$ cat config.mk
export PLATFORM = sky130hd
export DESIGN_NAME = ahsp_front
export DESIGN_NICKNAME = d
export VERILOG_FILES = /design/src/hw/rtl/address_hash_set_probe_macros.svh /design/src/hw/rtl/ahsp_pkg.sv /design/src/hw/rtl/ahsp_front.sv
export SDC_FILE = /design/constraint.sdc
export NUM_CORES = 1
export LEC_CHECK = 0
export CAP_MARGIN = 15
export CORE_MARGIN = 4
export CORE_UTILIZATION = 56
export CTS_CLUSTER_SIZE = 10
export DETAILED_ROUTE_END_ITERATION = 16
export DONT_BUFFER_PORTS = 1
export PLACE_DENSITY = 0.74
export SLEW_MARGIN = 20
export SYNTH_ARGS = -nofsm -noshare
export SYNTH_HDL_FRONTEND = slang
export SYNTH_SLANG_ARGS = --single-unit
$ cat constraint.sdc
create_clock -name clk_i -period 4.1 [get_ports clk_i]
set_clock_uncertainty 0.2 [all_clocks]
set_input_delay 0.82 -clock clk_i [delete_from_list [all_inputs] [get_ports clk_i]]
set_output_delay 0.82 -clock clk_i [all_outputs]
set_load 0.01 [all_outputs]
$ cat src/hw/rtl/address_hash_set_probe_macros.svh
// ---------------------------------------------------------------------------
// Assertion macros for the address hash set probe block.
// ---------------------------------------------------------------------------
`ifndef ADDRESS_HASH_SET_PROBE_MACROS_SVH
`define ADDRESS_HASH_SET_PROBE_MACROS_SVH
`ifndef SYNTHESIS
`define AHS_ASSERT(label, clk, rst_n, prop) \
  label: assert property (@(posedge clk) disable iff (!rst_n) (prop)) \
    else $error("assertion failed");
`define AHS_ASSERT_NEVER(label, clk, rst_n, cond) \
  label: assert property (@(posedge clk) disable iff (!rst_n) !(cond)) \
    else $error("forbidden condition");
`else
`define AHS_ASSERT(label, clk, rst_n, prop)
`define AHS_ASSERT_NEVER(label, clk, rst_n, cond)
`endif
`endif

$ cat src/hw/rtl/ahsp_pkg.sv
// ---------------------------------------------------------------------------
// ahsp_pkg
// Shared types and codes of the address hash set probe block.
// ---------------------------------------------------------------------------
package ahsp_pkg;
  localparam int unsigned OpW = 2;
  localparam int unsigned StW = 3;
  localparam int unsigned SlotOutW = 8;
  localparam int unsigned CntW = 9;

  localparam logic [OpW-1:0] OP_INSERT = 2'd0;
  localparam logic [OpW-1:0] OP_REMOVE = 2'd1;
  localparam logic [OpW-1:0] OP_LOOKUP = 2'd2;

  localparam logic [StW-1:0] ST_FOUND     = 3'd0;
  localparam logic [StW-1:0] ST_INSERTED  = 3'd1;
  localparam logic [StW-1:0] ST_REMOVED   = 3'd2;
  localparam logic [StW-1:0] ST_NOT_FOUND = 3'd3;
  localparam logic [StW-1:0] ST_FULL      = 3'd4;

  localparam logic [1:0] MARK_UNUSED = 2'd0;
  localparam logic [1:0] MARK_LIVE   = 2'd1;
  localparam logic [1:0] MARK_TOMB   = 2'd2;

  localparam logic [31:0] FNV_BASIS = 32'd2166136261;
  localparam logic [31:0] FNV_PRIME = 32'd16777619;
endpackage

$ cat src/hw/rtl/ahsp_front.sv
// ---------------------------------------------------------------------------
// ahsp_front
// Accepts requests and computes the FNV-1a hash one byte per cycle.
// ---------------------------------------------------------------------------
module ahsp_front #(
  parameter int unsigned AddrBits = 48,
  parameter int unsigned IdxW = 8
) (
  input  logic                     clk_i,
  input  logic                     rst_ni,
  input  logic                     valid_i,
  output logic                     ready_o,
  input  logic [ahsp_pkg::OpW-1:0] opcode_i,
  input  logic [AddrBits-1:0]      key_i,
  output logic                     q_valid_o,
  input  logic                     q_ready_i,
  output logic [ahsp_pkg::OpW-1:0] q_op_o,
  output logic [AddrBits-1:0]      q_key_o,
  output logic [IdxW-1:0]          q_home_o
);
  import ahsp_pkg::*;

  logic                busy_q, busy_d, done_q, done_d;
  logic [1:0]          byte_q, byte_d;
  logic [31:0]         hash_q, hash_d;
  logic [OpW-1:0]      op_q;
  logic [AddrBits-1:0] key_q;
  logic [7:0]          cur_byte;
  logic [31:0]         mixed;
  logic                accept;

  assign ready_o = !busy_q && !done_q;
  assign accept = valid_i && ready_o;
  assign cur_byte = key_q[{byte_q, 3'b000} +: 8];
  assign mixed = hash_q ^ {24'd0, cur_byte};

  always_comb begin
    busy_d = busy_q;
    done_d = done_q;
    byte_d = byte_q;
    hash_d = hash_q;
    if (accept) begin
      busy_d = 1'b1;
      byte_d = 2'd0;
      hash_d = FNV_BASIS;
    end else if (busy_q) begin
      hash_d = mixed * FNV_PRIME;
      byte_d = byte_q + 2'd1;
      if (byte_q == 2'd3) begin
        busy_d = 1'b0;
        done_d = 1'b1;
      end
    end else if (done_q && q_ready_i) begin
      done_d = 1'b0;
    end
  end

  always_ff @(posedge clk_i or negedge rst_ni) begin
    if (!rst_ni) begin
      busy_q <= 1'b0;
      done_q <= 1'b0;
      byte_q <= 2'd0;
    end else begin
      busy_q <= busy_d;
      done_q <= done_d;
      byte_q <= byte_d;
    end
  end

  always_ff @(posedge clk_i) begin
    hash_q <= hash_d;
    if (accept) begin
      op_q <= opcode_i;
      key_q <= key_i;
    end
  end

  assign q_valid_o = done_q;
  assign q_op_o = op_q;
  assign q_key_o = key_q;
  assign q_home_o = hash_q[IdxW-1:0];
endmodule

# ---- Word-level counts from Yosys, hierarchy flattened
# Cells that the tools add are included.
dict set report classes {
  n_addsub 1
  mul 1
  eq_ne 2
  shifts 1
  mux 8
  bitwise 2
  n_reduce_logical 8
}
# cell n
set op_table {}
lappend op_table {{48-bit by 6-bit indexed part select with 8-bit output} 1}
lappend op_table {{32-bit by 25-bit multiplier with 32-bit output, second input constant} 1}
lappend op_table {{32-bit by 8-bit XOR with 32-bit output} 1}
lappend op_table {{1-bit 2-to-1 mux} 6}
lappend op_table {{2-bit 2-to-1 mux} 2}
lappend op_table {{2-bit nonzero test} 2}
lappend op_table {{1-bit logical AND} 3}
lappend op_table {{3-bit AND reduction} 1}
lappend op_table {{2-bit by 1-bit adder with 2-bit output, second input constant} 1}
lappend op_table {{2-bit == test, second input constant} 1}
lappend op_table {{1-bit zero test} 2}
lappend op_table {{2-bit by 1-bit != test with 1-bit output, second input constant} 1}
lappend op_table {{1-bit inverter} 1}
dict set report totals {
  ff_bits 86
  input_bits 54
  out_inout_bits 60
  wordCells 29
}

# ---- Logic depth before layout (Yosys ltp)
dict set report logic_depth {
  word_depth 5
  mapped_depth 13
  ltp_nobuf 12
}

# ---- Worst setup path before layout
# No wires, ideal clock.
dict set report synth_path {
  path_kind {reg-to-reg}
  start {register byte_q[0]}
  end {register hash_q[7]}
  setup_time_ps 70
  arrival_ps 3650
  t_required_ps 3830
  setup_slack_ps 180
  stages_incl_launch_ff 14
  n_path_buf 1
  period_less_slack_ps 3920
  path_cell_list {dfrtp_1 -> buf_6 -> mux4_2 -> xor2_1 -> ha_1 -> ha_1 -> ha_1 -> ha_1 -> ha_1 -> ha_1 -> a21oi_1 -> xnor2_1 -> xnor3_1 -> a21oi_1}
}
dict set report synth_via {
  elab_chain_cells 3
}
# item line_no
set synth_rtl {}
lappend synth_rtl {{from (decl)} ahsp_front.sv:24} ;# logic [1:0] byte_q, byte_d;
lappend synth_rtl {{from (signal assigned)} ahsp_front.sv:66} ;# byte_q <= byte_d;
lappend synth_rtl {{48-bit by 6-bit indexed part select with 8-bit output} ahsp_front.sv:34} ;# assign cur_byte = key_q[{byte_q, 3'b000} +: 8];
lappend synth_rtl {{32-bit by 8-bit XOR with 32-bit output} ahsp_front.sv:35} ;# assign mixed = hash_q ^ {24'd0, cur_byte};
lappend synth_rtl {{32-bit by 25-bit multiplier with 32-bit output} ahsp_front.sv:47} ;# hash_d = mixed * FNV_PRIME;
lappend synth_rtl {{to (signal assigned)} ahsp_front.sv:71} ;# hash_q <= hash_d;
lappend synth_rtl {{to (decl)} ahsp_front.sv:25} ;# logic [31:0] hash_q, hash_d;
# Every way passes these cells.
# A chain may end at the register's enable or synchronous reset.

# ---- Worst setup path in the final report
# Ends and elaborated chain as after synthesis.

==> flow_summary.ini <==
[status]
status = completed

[synth]
ys_seq_area_frac = 0.6682
avgSynthCellArea_sq_um = 18.06
syn_inst = 146
yosysUniqueCellTypes = 25
ys_ff_latch = 62
synth_fp_nets = 223
syn_area_sq_um = 2636
yosysWarnings = 0

[critical_path]
rrSetupSlack_ps = 260
r2r.worst_path.cells = 13
end_kind = register
crit_fanout = 6
cp-start-kind = register
r2r_start = byte_q[0]
crit_required_ps = 4160
critPathKind = register to register
regToRegEndpoint = hash_q[7]
cp_data_arrival_time_ps = 3900

[final_layout]
drive_gt1_frac = 0.2294
diodes = 0
final_cell_count_no_fill = 222
layout.nets = 242
fill_cells = 322
syn_to_final_growth_pct = 13.91
final_area_sq_um = 3003

[timing]
slew_headroom = 0.5785
rsz0062_at_grt = no
finalSetupTns_ps = 0
min_period_ps = 3841
fin_crit_sh = 0.9368
finalHoldViolations = 0
drv_slew = 0
worst_pin_slew_ps = 632.3
setup_violations = 0
max_freq_ghz = 0.2604

[place]
gp_congestion = 0.7546
dp_hpwl_mm = 3.967
placedCellCount = 202
io_buffer_count = 0
postPlaceCellArea_sq_um = 2735

[route]
drt-total-wl_mm = 5.216
post_drt_wl_per_cell_um = 23.50
vias = 1330
ant_nets = 0
vias_per_cell = 5.991
firstDrtPassIters = 4
route.detailed.drc = 0
drt-initial-drc-count = 46

[grt]
grt_max_degree = 52
track_usage = 0.1892
grt_pass1_wl_mm = 8.121
grt_pass1_vias = 1495
grt_antenna_before_repair = 0
grt.overflow.total = 0

[hold_path]
min_from = hash_q[7]
whs_path_depth = 2
hold_end = hash_q[7]
hold_class = register to register

[clocking]
cts_buffers = 9
clock_sinks = 62
path_clk_slew_ps = 70
cts-htree-levels = 3
clk_path_buf_depth = 2
cts_tree = done
clk-insertion-delay-late_ps = 330
cts_root_buffer = clkbuf_8

[floorplanning]
die-area_sq_um = 5869
fp.dieH_um = 76.61
start_util = 0.5932
core_sq_um = 4444
rows = 24
die-width_um = 76.61
num_io_pins = 114

[run]
maxCapViolations = 0
==> synthesized netlist by cell type <==
| library cell | n | area, sq um |
|---|---|---|
| buf_2 | 1 | 5.000 |
| ha_1 | 22 | 275.3 |
| buf_6 | 1 | 11.26 |
| mux2i_1 | 1 | 10.01 |
| xnor3_1 | 2 | 45.04 |
| mux4_1 | 1 | 26.28 |
| o21bai_1 | 1 | 7.510 |
| a22o_1 | 4 | 35.03 |
| a21o_1 | 3 | 22.52 |
| o22a_1 | 2 | 17.52 |
| a21oi_1 | 7 | 35.03 |
| mux2_2 | 1 | 11.26 |
| fa_1 | 1 | 20.02 |
| nand2_1 | 3 | 11.26 |
| xor2_1 | 8 | 70.07 |
| edfxtp_1 | 50 | 1501 |
| dfrtp_1 | 4 | 100.1 |
| dfxtp_1 | 8 | 160.2 |
| nor2_1 | 4 | 15.01 |
| and2_1 | 1 | 6.260 |
| xnor2_1 | 7 | 61.31 |
| mux4_2 | 7 | 157.7 |
| o21ai_0 | 4 | 20.02 |
| clkbuf_1 | 1 | 3.750 |
| inv_1 | 2 | 7.510 |
==> kinds of logic after synthesis <==
family	synth area share
adder cells (fa/ha/maj)	0.1120
buffers and inverters	0.01044
AND/OR/NAND/NOR	0.01234
AO/OA/AOI/OAI	0.05221
multiplexers	0.07784
flip-flops	0.6682
XOR/XNOR	0.06692
==> per-stage QoR <==
| stage | worst slack, ps | utilization | hold WS (ps) |
|---|---|---|---|
| after floorplan | 180.0 | - | 305.1 |
| after global placement | 109.9 | 0.6154 | 324.5 |
| after detailed placement | 50.42 | 0.6154 | 324.5 |
| after CTS | 12.65 | 0.6658 | 366.5 |
| after global routing | 44.34 | 0.6757 | 356.7 |
| final | 259.1 | 0.6757 | 362.1 |
==> what timing repair did <==
| action | in CTS | in global routing |
|---|---|---|
| resized for setup | 0 | 6 |
| setup endpoints to repair | 0 | 1 |
| setup buffers | 0 | 3 |
| endpoints found under the hold margin | 4 | 0 |
| hold buffers | 1 | 0 |
==> final cells by class <==
type	instances	area, sq um	share of cell area
Tap cell	52	65.06	0.02167
Sequential cell	62	1763	0.5871
Multi-Input combinational cell	79	864.6	0.2879
Clock buffer	10	127.6	0.04250
Timing Repair Buffer	11	88.84	0.02958
Inverter	2	7.507	0.002500
Clock inverter	6	86.33	0.02875
==> layout by cell type, fill, tap and decap left out <==
cell type / instances
a22o_1: 4
dfxtp_1: 8
o22a_1: 2
mux2_2: 1
xnor2_1: 7
mux2i_1: 1
buf_6: 1
buf_4: 9
inv_1: 2
clkinv_2: 2
dfrtp_2: 1
a21oi_2: 1
mux4_2: 8
clkinv_4: 1
nor2_1: 4
nand2_1: 3
dfrtp_1: 3
clkbuf_8: 9
xor2_2: 2
xnor3_1: 2
a21oi_1: 6
o21ai_0: 4
dlygate4sd3_1: 1
clkbuf_1: 1
fa_1: 1
edfxtp_1: 50
ha_1: 22
and2_4: 1
bufinv_16: 2
o21bai_1: 1
a21o_1: 3
clkinvlp_4: 1
xor2_1: 6
==> critical path, cell delays in order (launching register included) <==
cell     delay (ps)
dfrtp_1         400
buf_6           140
mux4_2          500
xor2_1          180
ha_1            200
ha_1            300
ha_1            300
ha_1            280
ha_1            300
ha_1            340
a21oi_2         140
xnor2_1         130
xnor3_1         230
a21oi_1         140
==> routing by layer <==
metal | share of wire | wire (um) | GRT usage | up-vias
li1 | - | - | - | 601
met1 | 0.36 | 1853 | 0.1962 | 649
met2 | 0.52 | 2735 | 0.3181 | 72
met3 | 0.11 | 549 | 0.09693 | 8
met4 | 0.015 | 77 | 0.08696 | 0
met5 | 0 | 0 | 0 | -
==> registers in the layout, summed over array words and instances, names as in the netlist <==
signal / cells
q_valid_o: 1
busy_q: 1
q_op_o: 2
q_key_o: 48
byte_q: 2
hash_q: 8
==> worst max path at each step <==
stage / from / to / slack [ps] / cells after the start
after floorplan: byte_q[0] / hash_q[7] / 180 / 13
after global placement: byte_q[0] / hash_q[7] / 110 / 13
after detailed placement: byte_q[0] / hash_q[7] / 50 / 13
after CTS: byte_q[0] / hash_q[7] / 10 / 13
after global routing: byte_q[0] / hash_q[7] / 40 / 13
final: byte_q[0] / hash_q[7] / 260 / 13
Power is not shown: default switching activity piles up to over one toggle a cycle in this logic, so the estimate is an artifact.
