<file path="src/hw/rtl/address_hash_set_probe_macros.svh">
// ---------------------------------------------------------------------------
// Assertion macros for the address hash set probe block.
// ---------------------------------------------------------------------------
`ifndef ADDRESS_HASH_SET_PROBE_MACROS_SVH
`define ADDRESS_HASH_SET_PROBE_MACROS_SVH
`ifndef SYNTHESIS
`define AHS_ASSERT(label, clk, rst_n, prop) \
  label: assert property (@(posedge clk) disable iff (!rst_n) (prop)) \
    else $error("assertion failed");
`define AHS_ASSERT_NEVER(label, clk, rst_n, cond) \
  label: assert property (@(posedge clk) disable iff (!rst_n) !(cond)) \
    else $error("forbidden condition");
`else
`define AHS_ASSERT(label, clk, rst_n, prop)
`define AHS_ASSERT_NEVER(label, clk, rst_n, cond)
`endif
`endif

</file>
<file path="src/hw/rtl/ahsp_queue.sv">
// ---------------------------------------------------------------------------
// ahsp_queue
// Two-entry queue between the hash front and the probe engine.
// ---------------------------------------------------------------------------
module ahsp_queue #(
  parameter int unsigned Width = 8
) (
  input  logic             clk_i,
  input  logic             rst_ni,
  input  logic             in_valid_i,
  output logic             in_ready_o,
  input  logic [Width-1:0] in_data_i,
  output logic             out_valid_o,
  input  logic             out_ready_i,
  output logic [Width-1:0] out_data_o
);
  logic [Width-1:0] mem_q [2];
  logic             wr_q, rd_q;
  logic [1:0]       cnt_q;
  logic             push, pop;

  assign in_ready_o = cnt_q != 2'd2;
  assign out_valid_o = cnt_q != 2'd0;
  assign push = in_valid_i && in_ready_o;
  assign pop = out_valid_o && out_ready_i;
  assign out_data_o = mem_q[rd_q];

  always_ff @(posedge clk_i or negedge rst_ni) begin
    if (!rst_ni) begin
      wr_q <= 1'b0;
      rd_q <= 1'b0;
      cnt_q <= 2'd0;
    end else begin
      if (push) wr_q <= !wr_q;
      if (pop) rd_q <= !rd_q;
      cnt_q <= cnt_q + {1'b0, push} - {1'b0, pop};
    end
  end

  always_ff @(posedge clk_i) begin
    if (push) mem_q[wr_q] <= in_data_i;
  end
endmodule

</file>
<file path="config.mk">
export PLATFORM = sky130hd
export DESIGN_NAME = ahsp_queue
export DESIGN_NICKNAME = d
export VERILOG_FILES = /design/src/hw/rtl/address_hash_set_probe_macros.svh /design/src/hw/rtl/ahsp_queue.sv
export SDC_FILE = /design/constraint.sdc
export NUM_CORES = 1
export LEC_CHECK = 0
export BUFFER_PORTS_ARGS = -buffer_cell sky130_fd_sc_hd__buf_2
export CAP_MARGIN = 20
export CORE_MARGIN = 1
export CORE_UTILIZATION = 50
export DETAILED_ROUTE_END_ITERATION = 8
export GPL_TIMING_DRIVEN = 0
export PLACE_DENSITY = 0.77
export REMOVE_ABC_BUFFERS = 1
export SETUP_SLACK_MARGIN = 0.05
export SLEW_MARGIN = 30
export SYNTH_ARGS = -nofsm -noshare
export SYNTH_HDL_FRONTEND = slang
export SYNTH_SLANG_ARGS = --single-unit
</file>
<file path="constraint.sdc">
create_clock -name clk_i -period 3.4 [get_ports clk_i]
set_input_delay 0.68 -clock clk_i [delete_from_list [all_inputs] [get_ports clk_i]]
set_output_delay 0.68 -clock clk_i [all_outputs]
set_load 0.005 [all_outputs]
</file>
Yosys cells after proc, flatten, opt, wreduce, memory -nomap -nowiden
Memory sizes are Yosys's and may differ from the RTL's. Index checks and enable logic that the tools add are counted. Widths: inputs -> output; s select.

Add/subtract/negate cells: 2. Equality and inequality tests: 1. Muxes and demuxes: 2. Reduce and logical (&&, ||, !) cells: 5.

Operators with widths (count): $add 2x1->2 (1); $logic_and 1x1->1 (2); $logic_not 1->1 (2); $mux 1 (2); $ne 2x2->1 const B (1); $reduce_bool 2->1 (1); $sub 2x1->2 (1).

Flip-flop bits (word level): 4. Bits in writable memories: 16. Bits of input ports: 12. Output and inout bits: 10. Logic and storage cells: 14. Memories kept: 1.

Memories: mem_q (depth 2, bits a word 8, rd ports 1, clocked after memory_dff 0, wr ports 1, line ahsp_queue.sv:17) `logic [Width-1:0] mem_q [2];`.

Depth between registers and ports, before layout
Gate-level depths: netlist (run 1).

Depth in word-level cells: 4. Mapped depth: 5. Depth with buffers taken out: 5.

Worst setup path before layout (run 1)
OpenSTA, ideal clock, no wires.

Path kind: reg-to-output. Start: reg rd_q. End: out out_data_o[0]. Data arrival time: 0.837 ns. Data required time: 2.720 ns. Slack: 1.883 ns. Stages on the path, launching flop included: 3. Path buffers: 1. Cells stage by stage: dfrtp_1 -> buf_2 -> mux2_2.

Word-level cells in the longest chain between the ends: 1.

RTL lines: from (decl) (line ahsp_queue.sv:18) `logic wr_q, rd_q;`; from (signal assigned) (line ahsp_queue.sv:35) `if (pop) rd_q <= !rd_q;`; $mem_v2 2x8; to (decl) (line ahsp_queue.sv:15) `output logic [Width-1:0] out_data_o`.

No other way between the ends.

Final worst setup path (run 1)
Start: reg rd_q. End: out out_data_o[4].

Same word-level chain as after synthesis.

==> results of run 1 <==
==> through the flow <==
stage	setup WS (ns)	std cells
2_1_floorplan	1.86	46
3_3_place_gp	1.56	83
3_5_place_dp	1.50	83
4_1_cts	1.31	87
5_1_grt	1.27	87
6_report	1.34	87
==> layer usage <==
| layer | wire length (um) | global-route usage, % | up-vias |
|---|---|---|---|
| met5 | 0 | 0 | - |
| met4 | 0 | 7.50 | 0 |
| met1 | 538 | 19.6 | 225 |
| met3 | 49 | 3.02 | 0 |
| li1 | - | - | 224 |
| met2 | 554 | 22.5 | 13 |
==> logic make-up (layout without fill, tap and decap cells) <==
kind of cell / count (synthesis) / in the layout
multiplexers: 8 / 8
AO/OA/AOI/OAI: 3 / 3
XOR/XNOR: 3 / 3
adder cells (fa/ha/maj): 1 / 1
AND/OR/NAND/NOR: 11 / 11
buffers and inverters: 1 / 25
flip-flops: 20 / 20
==> registers in the layout, summed over array words and instances (netlist names) <==
signal  cells
cnt_q       2
wr_q        1
rd_q        1
mem_q      16
==> worst min path at each step <==
stage	startpoint	end	slack, ns
2_1_floorplan	rst_ni	cnt_q[0]$_DFF_PN0_	0.38
3_5_place_dp	rst_ni	wr_q$_DFFE_PN0P_	0.49
3_3_place_gp	wr_q$_DFFE_PN0P_	wr_q$_DFFE_PN0P_	0.48
4_1_cts	rst_ni	wr_q$_DFFE_PN0P_	0.16
6_report	rst_ni	wr_q$_DFFE_PN0P_	0.17
5_1_grt	rst_ni	cnt_q[0]$_DFF_PN0_	0.16
==> critical path, delay by kind of cell (launching register included) <==
family / cells / cell delay (ns)
mux: 1 / 0.38
buf+inv: 1 / 0.13
flops: 1 / 0.59
==> power by group <==
group / internal, mW / switching (mW) / leakage, nW
Sequential: 0.342 / 0.0539 / 0.196
Clock: 0.0426 / 0.0675 / 0.0154
Combinational: 0.137 / 0.0966 / 0.169
==> layout by cell type, fill, tap and decap left out <==
cell type                  instances
sky130_fd_sc_hd__nand2_1           2
sky130_fd_sc_hd__dfrtp_1           4
sky130_fd_sc_hd__nand2b_1          1
sky130_fd_sc_hd__clkinv_1          1
sky130_fd_sc_hd__nand3_1           1
sky130_fd_sc_hd__edfxtp_1         16
sky130_fd_sc_hd__nor2_1            3
sky130_fd_sc_hd__nor2b_1           1
sky130_fd_sc_hd__or2_1             1
sky130_fd_sc_hd__clkbuf_4          3
sky130_fd_sc_hd__nor4bb_2          1
sky130_fd_sc_hd__ha_1              1
sky130_fd_sc_hd__o21ai_0           1
sky130_fd_sc_hd__and3_1            1
sky130_fd_sc_hd__mux2_2            8
sky130_fd_sc_hd__o21ba_1           1
sky130_fd_sc_hd__a311oi_2          1
sky130_fd_sc_hd__buf_2            21
sky130_fd_sc_hd__xnor2_1           3
==> final cells by class <==
| cell class | instances | share of cell area [%] |
|---|---|---|
| clock buffer | 3 | 2.36 |
| clock inverter | 1 | 0.393 |
| multi-input combinational | 26 | 23.4 |
| sequential | 20 | 60.7 |
| tap | 16 | 2.09 |
| timing repair buffer | 21 | 11.0 |
==> flow_summary.yaml, run 1 <==
placed_design:
  buffer_ports.inserted: 21
  hpwlAfterDp_um: 834
  routability_cong: 0.674
  placedInstanceArea_um2: 930
cells_and_area:
  seq_area_um2: 581
  post_route_core_utilization_pct: 63.5
  multi_input_gate_area_um2: 224
  synthToLayoutAreaGrowth_pct: 18.1
  ant_cells: 0
  final_design_area_no_fill_um2: 956
  post_route_cells_drive_above_1_share_pct: 47.9
  n_fill_cell: 117
  final_nets: 85
cts:
  ctsHtreeMaxLevel: 1
  root_buffer: "sky130_fd_sc_hd__clkbuf_4"
  cts_resized: 0
  worst_setup_hold_path_clk_slew_ns: 0.10
  numClockSinks: 20
  setup_fix_buffers_added_after_clock_tree_synthesis: 0
  cts-buffers-inserted: 3
  cts.path.max_buffers: 2
  tritoncts: "yes"
  hold_buffers: 0
  clkLatencyLatePin_ns: 0.29
yosys:
  postSynth.asyncResetShare_pct: 20.0
  dominant_combinational_cell_family_by_area_after_synthesis: "multiplexers"
  synth-simple-area-share_pct: 8.04
  yosys-top-cells-count: "16 x sky130_fd_sc_hd__edfxtp_1, 8 x sky130_fd_sc_hd__mux2_2, 4 x sky130_fd_sc_hd__dfrtp_1"
  cell_type_with_the_largest_total_area_after_synthesis: "sky130_fd_sc_hd__edfxtp_1"
  yosysWarnings: 0
  postSynthCellCount: 47
  area_fraction_in_compound_gates_after_synthesis_pct: 3.71
  synth.distinct_cells: 17
  xor_xnor_share_of_the_synthesized_area_pct: 3.25
  synth-seq-area-share_pct: 71.7
  synthMostInstantiatedCell: "sky130_fd_sc_hd__edfxtp_1"
  yosys_most_used_dff: "sky130_fd_sc_hd__edfxtp_1"
  syn-cell-area_um2: 810
  synth_top_cells_by_area: "sky130_fd_sc_hd__edfxtp_1 59%, sky130_fd_sc_hd__dfrtp_1 12%, sky130_fd_sc_hd__mux2_2 11%"
  synth_top_area_share_pct: 59.4
  number_of_enable_type_register_cells_in_the_synthesized_netlist: 16
  synth.area.mux_share_pct: 11.1
  syn-mean-instance-area_um2: 17.2
  synthAdderAreaFrac_pct: 1.55
  synth-seq-cells: 20
setup_path:
  arrival_ns: 1.38
  reg2reg_depth: 3
  crit_path_start: "rd_q$_DFFE_PN0P_"
  critical_path_peak_fanout: 9
  rrSetupSlack_ns: 1.75
  timing.critical_path.from_type: "flop"
  worstReg2RegStart: "cnt_q[0]$_DFF_PN0_"
  worstPathRequired_ns: 2.72
  cpMaxStageDelayCell: "sky130_fd_sc_hd__dfrtp_1"
  critical-path-max-stage-delay_ns: 0.59
  path_cells: "mux2_2, buf_2"
  reg2reg_to: "mem_q[0][6]$_DFFE_PP_"
  worstSetupEndpointType: "output port"
  critical_path.endpoint: "out_data_o[4]"
  timing_worst_setup_path_type: "flop to output port"
timing:
  layout_min_cycle_time_ns: 2.06
  setup-tns-final_ns: 0
  fin_worst_hold_slack_ns: 0.173
  report.final.hold_viol_count: 0
  number_of_pins_exceeding_their_max_slew_limit_in_the_final_report: 0
  rsz0062_at_grt: "false"
  max_clock_freq_mhz: 484
  setup-violations-final: 0
  slew_at_the_pin_with_the_worst_max_slew_slack_ns: 0.721
  fin_clk_skew_ns: 0.00480
  relSlewSlack_pct: 51.7
  period_utilization_pct: 60.7
hold_path:
  worst_hold_path_type: "input port to asynchronous set/reset pin"
global_route:
  grt_pass1_wl_um: 1880
  groute.usage.overall_pct: 14.6
  overflow: 0
  grt_pass1_vias: 451
  antenna_found_initial: 0
  grt_start_max_net_pins: 12
drt:
  first_pass_iters: 4
  wl_um: 1140
  post-route-drc-count: 0
  viasPerCell: 5.31
  routed_wire_length_per_instance_um: 13.1
  detailedRoute.firstIterationViolations: 10
  ant_nets: 0
  vias: 462
floorplanning:
  fp.dieW_um: 42.2
  fp-row-count: 14
  die_area_um2: 1780
  io-pin-count: 22
  initial_standard_cell_utilization_of_the_core_pct: 53.7
  chipHeight_um: 42.2
  floorplan.core_area_um2: 1510
pwr:
  post-layout-total-power_uw: 739
  pwr_density_cell_nw_per_um2: 773
  power.leakage_nw: 0.380
  vdd.ir_drop.worst_mv: 0.439
run_status:
  status: "complete, no violations"
flow_run:
  cap_viol_max_count: 0
Power figures use the tool's default switching activity.
==> run 2: changes to the inputs <==
--- a/config.mk
+++ b/config.mk
@@ -8,10 +8,10 @@
 export BUFFER_PORTS_ARGS = -buffer_cell sky130_fd_sc_hd__buf_2
 export CAP_MARGIN = 20
 export CORE_MARGIN = 1
-export CORE_UTILIZATION = 50
+export CORE_UTILIZATION = 49
 export DETAILED_ROUTE_END_ITERATION = 8
 export GPL_TIMING_DRIVEN = 0
-export PLACE_DENSITY = 0.77
+export PLACE_DENSITY = 0.75
 export REMOVE_ABC_BUFFERS = 1
 export SETUP_SLACK_MARGIN = 0.05
 export SLEW_MARGIN = 30
==> constraint.sdc (replaced) <==
create_clock -name clk_i -period 2.1 [get_ports clk_i]
set_input_delay 0.42 -clock clk_i [delete_from_list [all_inputs] [get_ports clk_i]]
set_output_delay 0.42 -clock clk_i [all_outputs]
set_load 0.005 [all_outputs]
==> flow_summary.yaml, run 2 (synthesis gave the netlist of run 1 again) <==
timing:
  max_clock_freq_mhz: 557
  number_of_pins_exceeding_their_max_slew_limit_in_the_final_report: 0
  fin_clk_skew_ns: 0.000857
  report.final.hold_viol_count: 0
  setup-tns-final_ns: 0
  rsz0062_at_grt: "false"
  slew_at_the_pin_with_the_worst_max_slew_slack_ns: 0.703
  layout_min_cycle_time_ns: 1.79
  relSlewSlack_pct: 53.0
  setup-violations-final: 0
  period_utilization_pct: 85.4
pwr:
  vdd.ir_drop.worst_mv: 0.772
  pwr_density_cell_nw_per_um2: 1230
  power.leakage_nw: 0.384
global_route:
  gr-usage-met3_pct: 3.88
  grt_pass1_wl_um: 1950
  use_met1_pct: 18.6
  grt_pass1_vias: 454
  antenna_found_initial: 0
  grt_util_met2_pct: 25.5
  groute.usage.overall_pct: 15.1
  overflow: 0
  busiest_grt_layer: "met2"
  grt_start_max_net_pins: 12
hold_path:
  worst_hold_path_type: "input port to flop"
  hold-path-cell-count: 1
placed_design:
  buffer_ports.inserted: 21
  routability_cong: 0.673
  dp_cells: 83
drt:
  first_pass_iters: 4
  wl_um: 1150
  routed_wire_length_per_instance_um: 13.1
  detailedRoute.firstIterationViolations: 7
  ant_nets: 0
  viasPerCell: 5.15
  post-route-drc-count: 0
  vias: 453
cells_and_area:
  registers.top_by_ff_count: "mem_q"
  layout.cells.most_common: "sky130_fd_sc_hd__buf_2"
  finalNonFillerCells: 88
  final_nets: 86
  layout_common_cells: "21 x sky130_fd_sc_hd__buf_2, 16 x sky130_fd_sc_hd__edfxtp_1, 8 x sky130_fd_sc_hd__mux2_2"
  biggestRegsByFlops: "mem_q: 16 flops, cnt_q: 2 flops"
  synthToLayoutAreaGrowth_pct: 19.3
  ant_cells: 0
  post_route_cells_drive_above_1_share_pct: 47.2
  largest_register_ff_count: 16
floorplanning:
  initial_standard_cell_utilization_of_the_core_pct: 53.1
  fp.dieW_um: 42.6
  chipHeight_um: 42.6
  fp-row-count: 14
  floorplan.core_area_um2: 1520
  die_area_um2: 1820
  io-pin-count: 22
cts:
  cts-buffers-inserted: 3
  numClockSinks: 20
  hold_buffers: 1
  tritoncts: "yes"
  setup_fix_buffers_added_after_clock_tree_synthesis: 0
  cts_resized: 0
  worst_setup_hold_path_clk_slew_ns: 0.10
  cts.path.max_buffers: 2
  root_buffer: "sky130_fd_sc_hd__clkbuf_4"
  ctsHtreeMaxLevel: 1
  clkLatencyLatePin_ns: 0.28
setup_path:
  arrival_ns: 1.37
  worstSetupEndpointType: "output port"
  timing_worst_setup_path_type: "flop to output port"
  reg2reg_depth: 3
  timing.critical_path.from_type: "flop"
  critical_path_peak_fanout: 9
  worstPathRequired_ns: 1.68
run_status:
  status: "complete, no violations"
flow_run:
  cap_viol_max_count: 0
-- run 2: path summary, 6_finish.rpt --
path	from	end	slack [ns]
hold reg to reg	wr_q$_DFFE_PN0P_	wr_q$_DFFE_PN0P_	0.52
min in group asynchronous	rst_ni	cnt_q[0]$_DFF_PN0_	0.46
max in group asynchronous	rst_ni	wr_q$_DFFE_PN0P_	1.52
setup / recovery	rd_q$_DFFE_PN0P_	out_data_o[5]	0.31
setup reg to reg	cnt_q[0]$_DFF_PN0_	mem_q[0][3]$_DFFE_PP_	0.50
hold / removal	in_data_i[3]	mem_q[1][3]$_DFFE_PP_	0.32
-- run 2: final cells by class --
cell class | count | area [um^2]
sequential | 20 | 581
tap | 16 | 20.0
multi-input combinational | 26 | 224
timing repair buffer | 22 | 115
clock buffer | 4 | 26.3
fill | 115 | 558
-- run 2: worst max-delay path, cell delays in order, from the launching register on --
cell and delay, ns:
sky130_fd_sc_hd__dfrtp_1 0.58, sky130_fd_sc_hd__mux2_2 0.38, sky130_fd_sc_hd__buf_2 0.12
-- run 2: layer usage --
metal,part of all wire [%],up-vias
met5,0,-
met4,0.87,0
met3,3.1,2
met2,50,11
met1,46,212
li1,-,228
-- run 2: metrics by stage --
stage | cell area [um^2] | setup slack [ns] | power (mW) | hold slack [ns] | util (%)
6_report | 966 | 0.306 | 1.19 | 0.316 | 63.4
5_1_grt | 966 | 0.214 | 1.28 | 0.298 | 63.4
4_1_cts | 966 | 0.275 | 1.21 | 0.307 | 63.4
3_5_place_dp | 930 | 0.467 | 1.03 | 0.239 | 61.0
3_3_place_gp | 930 | 0.517 | 1.02 | 0.234 | 61.0
2_1_floorplan | 805 | 0.706 | 0.883 | 0.124 | -
-- run 2: power breakdown --
| part | leakage (nW) | switching (mW) | internal (mW) |
|---|---|---|---|
| clock | 0.0150 | 0.104 | 0.0737 |
| sequential | 0.196 | 0.0891 | 0.553 |
| combinational | 0.173 | 0.151 | 0.221 |
| total | 0.384 | 0.344 | 0.848 |
==> run 3: changes to the inputs <==
--- a/config.mk
+++ b/config.mk
@@ -13,7 +13,7 @@
 export GPL_TIMING_DRIVEN = 0
 export PLACE_DENSITY = 0.75
 export REMOVE_ABC_BUFFERS = 1
-export SETUP_SLACK_MARGIN = 0.05
+export SETUP_SLACK_MARGIN = 0.4
 export SLEW_MARGIN = 30
 export SYNTH_ARGS = -nofsm -noshare
 export SYNTH_HDL_FRONTEND = slang
==> flow_summary.yaml, run 3 (synthesis gave the netlist of run 1 again) <==
flow_run:
  cap_viol_max_count: 0
cells_and_area:
  synthToLayoutAreaGrowth_pct: 24.7
  registers.top_by_ff_count: "mem_q"
  layout.cells.most_common: "sky130_fd_sc_hd__buf_2"
  post_route_cells_drive_above_1_share_pct: 52.0
  post_route_core_utilization_pct: 66.3
  final_nets: 89
  n_fill_cell: 108
  biggestRegsByFlops: "mem_q: 16 flops, cnt_q: 2 flops"
  ant_cells: 0
  largest_register_ff_count: 16
  layout_common_cells: "20 x sky130_fd_sc_hd__buf_2, 16 x sky130_fd_sc_hd__edfxtp_1, 7 x sky130_fd_sc_hd__mux2_2"
timing:
  relSlewSlack_pct: 70.7
  slew_at_the_pin_with_the_worst_max_slew_slack_ns: 0.440
  layout_min_cycle_time_ns: 1.67
  setup-violations-final: 0
  fin_clk_skew_ns: 0.00297
  report.final.hold_viol_count: 0
  setup-tns-final_ns: 0
  number_of_pins_exceeding_their_max_slew_limit_in_the_final_report: 0
  rsz0062_at_grt: "true"
  period_utilization_pct: 79.8
  max_clock_freq_mhz: 597
cts:
  ctsHtreeMaxLevel: 1
  root_buffer: "sky130_fd_sc_hd__clkbuf_4"
  tritoncts: "yes"
  clkLatencyLatePin_ns: 0.29
  cts-buffers-inserted: 3
  numClockSinks: 20
  cts.path.max_buffers: 2
  worst_setup_hold_path_clk_slew_ns: 0.10
drt:
  viasPerCell: 5.04
  wl_um: 1170
  dr.max_layer_used: "met4"
  first_pass_iters: 4
  route.layer.met1.wl_um: 531
  vias: 459
  routed_wire_length_per_instance_um: 12.9
  post-route-drc-count: 0
  wl_met3_um: 46
  ant_nets: 0
  detailedRoute.firstIterationViolations: 14
  met2_wirelength_um: 585
run_status:
  status: "complete, no violations"
hold_path:
  worst_hold_path_type: "input port to flop"
  hold-path-cell-count: 1
  worst_min_delay_path_startpoint: "in_data_i[7]"
global_route:
  grt_pass1_vias: 458
  antenna_found_initial: 0
  grt_start_max_net_pins: 12
  groute.usage.overall_pct: 15.4
  grt_pass1_wl_um: 1980
  overflow: 0
floorplanning:
  io-pin-count: 22
  fp.dieW_um: 42.6
  die_area_um2: 1820
  initial_standard_cell_utilization_of_the_core_pct: 53.1
  fp-row-count: 14
  floorplan.core_area_um2: 1520
  chipHeight_um: 42.6
pwr:
  power.leakage_nw: 0.406
  vdd.ir_drop.worst_mv: 0.786
  pwr_density_cell_nw_per_um2: 1270
setup_path:
  worstReg2RegStart: "cnt_q[0]$_DFF_PN0_"
  critical_path_peak_fanout: 5
  path_cells: "buf_6, mux2_4, buf_6"
  crit_path_start: "rd_q$_DFFE_PN0P_"
  arrival_ns: 1.25
  critical-path-max-stage-delay_ns: 0.43
  crit_family: "flip-flops"
  timing.critical_path.from_type: "flop"
  worstPathRequired_ns: 1.68
  worstSetupEndpointType: "output port"
  cpMaxStageDelayCell: "sky130_fd_sc_hd__dfrtp_2"
  reg2reg_depth: 3
  timing_worst_setup_path_type: "flop to output port"
  crit_path_buffers_inverters: 2
  crit_cells: 3
  crit_path_frequent_cell: "sky130_fd_sc_hd__buf_6"
placed_design:
  routability_cong: 0.673
  buffer_ports.inserted: 21
[run 3: cell type report]
cell class | instances | area, um^2 | area share, %
multi-input combinational | 26 | 230 | 22.8
timing repair buffer | 25 | 151 | 15.0
sequential | 20 | 582 | 57.6
clock buffer | 4 | 26.3 | 2.60
tap | 16 | 20.0 | 1.98
[run 3: final timing paths]
| path | end | slack (ns) |
|---|---|---|
| worst min-delay path | mem_q[0][7]$_DFFE_PP_ | 0.32 |
| min in group asynchronous | wr_q$_DFFE_PN0P_ | 0.46 |
| worst max-delay path | out_data_o[6] | 0.43 |
| worst min register to register | wr_q$_DFFE_PN0P_ | 0.54 |
| max in group asynchronous | rd_q$_DFFE_PN0P_ | 1.50 |
| worst max register to register | mem_q[0][3]$_DFFE_PP_ | 0.69 |
[run 3: repair_timing]
| action | CTS | global route |
|---|---|---|
| hold buffers | 1 | 0 |
| setup endpoints to repair | 8 | 16 |
| hold endpoints to repair | 4 | 0 |
| gates resized for setup | 2 | 6 |
| buffers inserted | 2 | 1 |
[run 3: per-stage QoR]
step / area, um^2 / power [mW] / std cells / hold slack, ns / worst slack (ns)
after global routing: 1010 / 1.37 / 91 / 0.298 / 0.375
final: 1010 / 1.28 / 91 / 0.317 / 0.425
after detailed placement: 930 / 1.03 / 83 / 0.239 / 0.467
after CTS: 980 / 1.24 / 90 / 0.307 / 0.402
after global placement: 930 / 1.02 / 83 / 0.234 / 0.517
after floorplan: 805 / 0.883 / 46 / 0.124 / 0.706
[run 3: routing by layer]
metal,track usage (%),vias to the layer above
met5,0,-
met4,5.63,0
met3,3.88,2
met2,25.5,13
met1,19.5,210
li1,-,234
[run 3: power breakdown]
| part | internal, mW | total (mW) | switching (mW) |
|---|---|---|---|
| registers | 0.555 | 0.621 | 0.0653 |
| logic | 0.286 | 0.479 | 0.193 |
| clock network | 0.0737 | 0.178 | 0.104 |
| total | 0.915 | 1.28 | 0.362 |
